## config.mk

```make
export PLATFORM = sky130hd
export DESIGN_NAME = gtst_ram
export DESIGN_NICKNAME = d
export VERILOG_FILES = /design/src/gtst_ram.sv
export SDC_FILE = /design/constraint.sdc
export NUM_CORES = 1
export LEC_CHECK = 0
export ABC_AREA = 0
export BUFFER_PORTS_ARGS = -buffer_cell sky130_fd_sc_hd__buf_4
export CAP_MARGIN = 20
export CORE_MARGIN = 2
export CORE_UTILIZATION = 55
export DETAILED_ROUTE_END_ITERATION = 10
export MAX_ROUTING_LAYER = met4
export PLACE_DENSITY = 0.74
export REMOVE_ABC_BUFFERS = 1
export SYNTH_ARGS = -nofsm -noshare
export SYNTH_HDL_FRONTEND = slang
export SYNTH_SLANG_ARGS = --single-unit
```

## constraint.sdc

```tcl
create_clock -name clk -period 2.22 [get_ports clk]
set_input_delay 0.111 -clock clk [delete_from_list [all_inputs] [get_ports clk]]
set_output_delay 0.111 -clock clk [all_outputs]
set_load 0.05 [all_outputs]
```

## src/gtst_ram.sv

```systemverilog
// Generic single-port-write, single-port-read RAM with registered read data.
// No dependencies.
`default_nettype none

module gtst_ram #(
  parameter int WIDTH  = 8,
  parameter int DEPTH  = 16,
  localparam int ADDR_W = $clog2(DEPTH)
) (
  input  wire logic              clk,
  input  wire logic              wr_en,
  input  wire logic [ADDR_W-1:0] wr_addr,
  input  wire logic [WIDTH-1:0]  wr_data,
  input  wire logic              rd_en,
  input  wire logic [ADDR_W-1:0] rd_addr,
  output logic      [WIDTH-1:0]  rd_data
);

  logic [WIDTH-1:0] mem_r [DEPTH];
  logic [WIDTH-1:0] rd_data_r;

  // write port
  always_ff @(posedge clk) begin
    if (wr_en) begin
      mem_r[wr_addr] <= wr_data;
    end
  end

  // read port, data held until the next read
  always_ff @(posedge clk) begin
    if (rd_en) begin
      rd_data_r <= mem_r[rd_addr];
    end
  end

  assign rd_data = rd_data_r;

endmodule

`default_nettype wire

```

==> impl_results.md <==
- Setup CP Type: flip-flop to flip-flop
- Largest net degree at the start of global routing: 33
- Netlist cell types: 18
- Final clock skew: 0.0103 ns
- CP max FO: 1
- Final Critical Period: between 1.5 and 2 ns
- Placed insts: 391
- Antenna viol nets, final: 0
- Placement Cell Area: 5650 sq um
- Pwr/cell area: 983 nW/um^2
- Port Buf Inserts: 26
- Critical path arrival: around 1.8 ns
- P_leak: 0.00218 uW
- RSZ-0062 raised after global routing: false
- Post-cts resize count: 0
- Initial DRC count: roughly 180
- Area grow syn2layout: 22.2%
- Setup tns final: 0 ns
- CTS tree: built
- Max Fclk: around 0.66 GHz
- Root buffer cell: clkbuf_8
- # clock sinks: 136
- Worst setup EP type: flip-flop
- # diodes: 0
- Synthesized area per cell: 22.8 sq um
- Register bit total from synthesis: 136
- DRT Pass-1 Iters: 4
- First-pass GRT wire length: 15300 um
- Max-cap violations: 0
- Critical path launch point type: flip-flop
- Max_slew headroom: 50.9%
- WP data required: 2.48 ns
- Layout Utilization: 69.1%
- Worst setup path startpoint: mem_r[5][3]$_DFFE_PP_
- Final Hold Violating Endpoints: 0
- H-tree depth: 4
- Top cells by area, synth: edfxtp_1 (78%), mux4_2 (7.8%), mux4_1 (7.0%), a22oi_1 (2.3%), nor2_1 (0.93%)
- Netlist Area Pre-Place: 5230 sq um
- Number of remaining DRC errors: 0
- CTS buffer count: 17
- CTS Buffer Depth: 2
- Final Cycle Share: roughly two thirds
- Initial Utilization: roughly 57%
- Post-synthesis sequential area ratio: 78.1%
- Yosys top cell by area: edfxtp_1
- Die W: 101 um
- Initial antenna violation count: 0
- Slew Limit Fails: 0
- Total Wirelength: 9980 um
- Core region area: 9240 sq um
- Hold path start: wr_addr[0]
- Die area: 10300 sq um
- Via count of the routed design: 2534
- Gr usage total: 22.6%
- Final HPWL DP: between 6000 and 7000 um
- Top cell type's share of synthesized area: between 70% and 80%
- Layout Nets: 309
- HP Class: primary input to flip-flop
- IO Pins: 27
- Worst r2r src: mem_r[5][3]$_DFFE_PP_
- Share of layout cells above drive strength 1: 30.4%
- Register Area: 4080 sq um
- Ys Warns: 0
- Setup violators final: 0
- Vias per cell: between 5 and 6
- RD Place Congestion: 0.723
- Gate Count Post-Synth: 229
- Wire length per cell: 23.1 um
- FILL cells: 557
- Worst-margin pin slew: 0.734 ns
- WHS: 0.111 ns
- Vias in the first global route: approximately 2.6k
- Die Span Y: between 100 and 150 um
- Largest vdd supply drop: 673 uV
- Design area: 6390 sq um
- Fin cells: about 430
- Status: finished, final reports clean
- Worst-Skew Late Latency: 0.51 ns
- Grt total ovfl: 0
- Cell Rows: 35
- Footprint of the multi-input gates: between 1000 and 1500 sq um
- CTS clk-pin slew, worst paths: ~0.060 ns
synth_stat cells:
cell	n
or3b_2	1
buf_2	3
nand3b_1	2
mux4_2	18
and2b_1	1
nand2b_1	2
clkdlybuf4s25_2	3
a22oi_1	16
mux4_1	14
buf_6	3
nor2_1	13
nand2_1	9
and2_1	1
nand3_1	1
buf_4	1
nor3_1	4
nor2b_1	1
edfxtp_1	136
worst max-delay path, stage by stage, from the launching register on:
cell and delay, ns:
edfxtp_1 0.36, mux4_1 0.57, a22oi_1 0.22, nand2_1 0.10
through the flow:
step | worst slack [ns] | total power, uW
global placement | 0.384 | 3280
finish | 0.709 | 6280
detailed placement | 0.347 | 3290
global route | 0.641 | 6460
floorplan | 0.616 | 3120
CTS | 0.683 | 6320
repair_timing:
action | in CTS | in global routing
hold endpoints to repair | 136 | 0
hold buffers | 9 | 0
buffers inserted | 0 | 0
cells in the final DEF (no fill, tap or decap), types with 2 or more instances in the layout:
| cell | instances |
|---|---|
| mux4_2 | 18 |
| mux4_1 | 14 |
| buf_12 | 2 |
| a22oi_1 | 16 |
| nor2_1 | 13 |
| clkbuf_16 | 16 |
| bufinv_16 | 6 |
| nand3b_1 | 2 |
| nand2b_1 | 2 |
| dlygate4sd3_1 | 9 |
| clkinv_2 | 4 |
| edfxtp_1 | 136 |
| buf_4 | 41 |
| nor3_1 | 4 |
| clkinv_4 | 2 |
| nand2_1 | 9 |
flip-flops by register name, indices dropped and copies added (netlist names):
| register | cells |
|---|---|
| rd_data | 8 |
| mem_r | 128 |
metal layers:
| layer | part of all wire, % | GRT usage, % | vias up | wire length, um |
|---|---|---|---|---|
| met5 | 0 | - | - | 0 |
| met3 | 8.0 | 6.56 | 10 | 800 |
| met2 | 50 | 33.5 | 119 | 5030 |
| met1 | 41 | 30.4 | 1298 | 4050 |
| li1 | - | - | 1107 | - |
| met4 | 0.93 | 8.21 | 0 | 93 |
logic make-up after synthesis:
| logic type | share of synthesized area, % |
|---|---|
| and+or+nand+nor | 3.14 |
| muxes | 14.8 |
| DFF | 78.1 |
| AOI/OAI and AO/OA | 2.30 |
| buffers and inverters | 1.65 |
power breakdown:
part / internal [uW] / switching [uW]
Sequential: 2890 / 14.4
Combinational: 140 / 200
Clock: 2040 / 992
final timing paths:
kind | to | slack [ns] | cells after the start
max | rd_data[3]$_DFFE_PP_ | 0.71 | 3
min | mem_r[4][0]$_DFFE_PP_ | 0.11 | 3
max reg2reg | rd_data[3]$_DFFE_PP_ | 0.71 | 3
min reg2reg | rd_data[5]$_DFFE_PP_ | 0.77 | 3
cell type report:
class	instances	area share, %
clock inverters	14	3.58
repair buffers	52	6.86
well taps	129	2.53
multi-input cells	83	16.6
flip-flops and latches	136	63.9
clock buffers	18	6.54
No activity file was read; power rests on OpenSTA's default activity.
