<file path="src/gtst_pkg.sv">
// Shared types and constants for the generation-tagged seen table.
// No dependencies.
`default_nettype none

package gtst_pkg;

  localparam int INDEX_BITS  = 16;
  localparam int GEN_BITS    = 16;
  localparam int KEY_W       = 64;
  localparam int DEPTH_W     = 5;
  localparam int TABLE_DEPTH = 1 << INDEX_BITS;
  localparam int BYTE_CNT_W  = $clog2(KEY_W / 8);

  localparam logic [31:0] CRC_POLY = 32'h82F6_3B78;

  // Item kinds
  localparam logic KIND_CHECK   = 1'b0;
  localparam logic KIND_NEW_GEN = 1'b1;

  // Outcome classes
  localparam logic [1:0] OUT_SAME_DEPTH = 2'd0;
  localparam logic [1:0] OUT_SHALLOWER  = 2'd1;
  localparam logic [1:0] OUT_CONFLICT   = 2'd2;
  localparam logic [1:0] OUT_FILL       = 2'd3;

  typedef struct packed {
    logic               kind;
    logic [KEY_W-1:0]   key;
    logic [DEPTH_W-1:0] depth;
  } in_item_t;

  typedef struct packed {
    logic       hit;
    logic [1:0] outcome;
  } out_item_t;

  // One table entry as held in the RAM
  typedef struct packed {
    logic [KEY_W-1:0]    key;
    logic [DEPTH_W-1:0]  depth;
    logic [GEN_BITS-1:0] gen;
  } entry_t;

  localparam int ENTRY_W = $bits(entry_t);

  typedef enum logic [4:0] {
    ST_CLEAR = 5'b00001,
    ST_IDLE  = 5'b00010,
    ST_HASH  = 5'b00100,
    ST_READ  = 5'b01000,
    ST_EVAL  = 5'b10000
  } state_t;

endpackage

`default_nettype wire

</file>
<file path="src/gtst_crc.sv">
// Byte-serial CRC32C hash of a 64-bit key, low byte first, start value zero.
// Depends on gtst_pkg.
`default_nettype none

module gtst_crc
  import gtst_pkg::*;
(
  input  wire logic                  clk,
  input  wire logic                  rst_n,
  input  wire logic                  start,
  input  wire logic [KEY_W-1:0]      key,
  output logic                       done,
  output logic      [INDEX_BITS-1:0] index
);

  logic [31:0]           crc_r,  crc_nxt;
  logic [KEY_W-1:0]      key_r,  key_nxt;
  logic [BYTE_CNT_W-1:0] cnt_r,  cnt_nxt;
  logic                  busy_r, busy_nxt;
  logic                  done_r, done_nxt;

  // one reflected byte step: eight shift and conditional xor steps
  function automatic logic [31:0] crc_byte(input logic [31:0] c, input logic [7:0] b);
    logic [31:0] x;
    x = c ^ {24'd0, b};
    for (int i = 0; i < 8; i++) begin
      x = (x >> 1) ^ (CRC_POLY & {32{x[0]}});
    end
    return x;
  endfunction

  // step sequencing
  always_comb begin
    crc_nxt  = crc_r;
    key_nxt  = key_r;
    cnt_nxt  = cnt_r;
    busy_nxt = busy_r;
    done_nxt = 1'b0;
    if (start) begin
      crc_nxt  = '0;
      key_nxt  = key;
      cnt_nxt  = '0;
      busy_nxt = 1'b1;
    end else if (busy_r) begin
      crc_nxt = crc_byte(crc_r, key_r[7:0]);
      key_nxt = key_r >> 8;
      cnt_nxt = cnt_r + 1'b1;
      if (cnt_r == {BYTE_CNT_W{1'b1}}) begin
        busy_nxt = 1'b0;
        done_nxt = 1'b1;
      end
    end
  end

  always_ff @(posedge clk) begin
    if (!rst_n) begin
      busy_r <= 1'b0;
      done_r <= 1'b0;
      cnt_r  <= '0;
    end else begin
      busy_r <= busy_nxt;
      done_r <= done_nxt;
      cnt_r  <= cnt_nxt;
    end
  end

  // datapath needs no reset
  always_ff @(posedge clk) begin
    crc_r <= crc_nxt;
    key_r <= key_nxt;
  end

  assign done  = done_r;
  assign index = crc_r[INDEX_BITS-1:0];

endmodule

`default_nettype wire

</file>
<file path="config.mk">
export PLATFORM = sky130hd
export DESIGN_NAME = gtst_crc
export DESIGN_NICKNAME = d
export VERILOG_FILES = /design/src/gtst_pkg.sv /design/src/gtst_crc.sv
export SDC_FILE = /design/constraint.sdc
export NUM_CORES = 1
export LEC_CHECK = 0
export ABC_CLOCK_PERIOD_IN_PS = 2550
export BUFFER_PORTS_ARGS = -buffer_cell sky130_fd_sc_hd__buf_2
export CAP_MARGIN = 20
export CORE_MARGIN = 3
export CORE_UTILIZATION = 50
export DETAILED_ROUTE_END_ITERATION = 10
export PLACE_DENSITY = 0.72
export SYNTH_ARGS = -nofsm -noshare
export SYNTH_HDL_FRONTEND = slang
export SYNTH_SLANG_ARGS = --single-unit
</file>
<file path="constraint.sdc">
create_clock -name clk -period 2.55 [get_ports clk]
set_clock_uncertainty 0.1 [all_clocks]
set_input_delay 0.3825 -clock clk [delete_from_list [all_inputs] [get_ports clk]]
set_output_delay 0.3825 -clock clk [all_outputs]
set_load 0.05 [all_outputs]
</file>
==> flow_metrics.py <==
metrics = {
    "logic_synthesis": {
        "synth_most_common_cell": "edfxtp_1",
        "synthSimpleGateAreaFrac": 0.0490,
        "synth-adder-area-share": 0.00505,
        "synth_common_cells": "64 x edfxtp_1, 56 x mux2_2, 50 x xnor2_1",
        "yosysWarningCount": 0,
        "synth_area_um2": 4950,
        "syn_inst": 359,
        "synth_compound_area_frac": 0.0260,
        "avgSynthCellArea_um2": 13.8,
        "synth_mux_area_frac": 0.160,
        "async_reset_ff_frac": 0,
        "ys_ff_latch": 101,
        "yosysSeqAreaShare": 0.538,
        "synth_top_family_by_area": "XOR/XNOR gates",
        "netlist.area_leader.share": 0.388,
        "synthXorXnorAreaFrac": 0.185,
        "synth_area_leader_cell": "edfxtp_1",
        "synth.area.top_cells": "edfxtp_1 39%, dfxtp_1 15%, mux2_2 13%",
        "syn_nets": 428,
        "synth-edff-count": 64,
        "synthFlopType": "edfxtp_1",
        "synthDistinctLibCells": 27,
    },
    "route": {
        "first_iter_violations": 97,
        "ant_nets": 0,
        "drt_pass1_iterations": 4,
        "drc": 0,
        "routed_wl_mm": 8.92,
        "wl_per_cell_um": 15.7,
        "vias_per_cell": 4.95,
        "num_vias": 2819,
    },
    "final_layout": {
        "diodes": 0,
        "area_growth_pct": 14.3,
        "n_fill_cell": 764,
        "layout-drive-gt1-share": 0.417,
        "fin_cells": 570,
        "fin_area_um2": 5660,
        "nNetsFinal": 505,
    },
    "global_routing": {
        "gr-total-overflow": 0,
        "grtUsageTotal": 0.167,
        "grt_max_degree": 52,
        "grt_antenna_before_repair": 0,
        "grt_pass1_vias": 2915,
        "grt_pass1_wl_mm": 14.6,
    },
    "power": {
        "p_leak_nw": 2.24,
        "ir_worst_vdd_uv": 602,
        "pwr_density_cell_nw_per_um2": 1160,
    },
    "floorplan": {
        "dieArea_um2": 11100,
        "pin_count": 84,
        "core_area_um2": 9420,
        "die_h_um": 106,
        "dieWidth_um": 106,
        "rows": 35,
        "floorplan.initialDensity": 0.526,
    },
    "sta": {
        "max-slew-margin-rel": 0.645,
        "period_share": 0.896,
        "fmax_mhz": 438,
        "finalSetupViolCount": 0,
        "hold_viol_final": 0,
        "period_needed_ns": 2.28,
        "rsz0062_at_grt": "no",
        "drv_slew": 0,
        "timing.final.ws_setup_ns": 0.266,
        "tightest_slew_ns": 0.533,
        "finalSetupTns_ns": 0,
    },
    "clocking": {
        "postCtsResizedCells": 0,
        "post_cts.repair.setup_buffers": 0,
        "h-tree-depth": 3,
        "clock_sinks": 101,
        "cts_buffer_depth": 2,
        "cts-root-buf": "clkbuf_8",
        "postCtsHoldBufs": 0,
        "cts_inserted_buffers": 9,
        "cts_tree": "yes",
        "clkLatencyLatePin_ns": 0.36,
        "clk_pin_slew_worst_paths_ns": 0.10,
    },
    "setup_path": {
        "cp_cell_sequence": "xor2_4 > xnor3_2 > xnor2_4 > xnor3_1 > mux2i_1 > nor2_1",
        "cp-start-kind": "register",
        "worst-path-max-fanout": 5,
        "crit_arrival_ns": 2.43,
        "cp-end-kind": "register",
        "critPathRequiredTime_ns": 2.70,
        "r2r_slack_ns": 0.27,
        "path_class": "reg -> reg",
        "cp_slowest_cell": "xnor3_2",
        "slowest_delay_ns": 0.56,
    },
    "flow_run": {
        "drv_cap": 0,
    },
    "placement": {
        "place_hpwl_mm": 6.34,
        "place_congestion": 0.816,
        "dp_slack_ns": 0.264,
        "portBuffers": 83,
        "dp_cells": 554,
        "postPlaceCellArea_um2": 5480,
    },
    "run_status": {
        "status": "completed",
    },
    "worst_hold_path": {
        "hold_class": "in -> reg",
    },
}
where the power goes:
group / switching [mW] / total, mW / internal (mW)
clock: 0.589 / 0.964 / 0.375
combinational: 1.64 / 3.39 / 1.75
sequential: 0.174 / 2.19 / 2.02
state kept, by name, indices dropped and copies added, names as in the netlist:
signal,flops
busy_r,1
cnt_r,3
crc_r,32
done,1
key_r,64
metrics by stage:
stage,power (mW),utilization,hold slack (ns)
2_1_floorplan,5.06,-,0.365
3_3_place_gp,5.60,0.582,0.379
3_5_place_dp,5.62,0.582,0.385
4_1_cts,6.59,0.601,0.128
5_1_grt,6.92,0.601,0.150
6_report,6.54,0.601,0.143
worst max-delay path, delay by kind of cell, from the launching register on:
| family | cells | cell delay, ns |
|---|---|---|
| xor gates and xnor gates | 4 | 1.44 |
| and+or+nand+nor | 1 | 0.05 |
| muxes | 1 | 0.13 |
| DFF | 1 | 0.45 |
layer usage:
metal | part of all wire | GRT usage
met5 | 0 | 0
met4 | 0.012 | 0.0611
met3 | 0.064 | 0.0472
met2 | 0.47 | 0.256
met1 | 0.46 | 0.226
cell families after synthesis:
logic type,count (synthesis)
compound gates,19
buf+inv,33
simple gates,49
mux,72
fa+ha+maj,2
xor+xnor,83
flops,101
area by class of cell:
| class | instances | area [um^2] | share of cell area |
|---|---|---|---|
| Sequential cell | 101 | 2660 | 0.470 |
| Multi-Input combinational cell | 225 | 2100 | 0.372 |
| Tap cell | 129 | 161 | 0.0285 |
| Clock inverter | 6 | 55.1 | 0.00973 |
| Clock buffer | 10 | 128 | 0.0225 |
| Timing Repair Buffer | 99 | 551 | 0.0973 |
placed cells by master (no fill, tap or decap), drive strengths merged, types with 2 or more instances in the layout:
| master | instances |
|---|---|
| xnor3 | 4 |
| xnor2 | 60 |
| nand2b | 12 |
| buf | 99 |
| and2 | 8 |
| clkinvlp | 2 |
| a211oi | 7 |
| inv | 3 |
| edfxtp | 64 |
| clkbuf | 10 |
| mux2i | 16 |
| nor2 | 25 |
| mux2 | 56 |
| ha | 2 |
| o22ai | 11 |
| xor2 | 18 |
| dfxtp | 37 |
final timing paths:
kind / from / end / cells past startpoint
setup / recovery: crc_r[2] / crc_r[3] / 6
setup reg to reg: crc_r[2] / crc_r[3] / 6
hold reg to reg: crc_r[20] / crc_r[20] / 2
hold / removal: rst_n / busy_r / 2
Note: power is estimated with default switching activity, not from simulation.
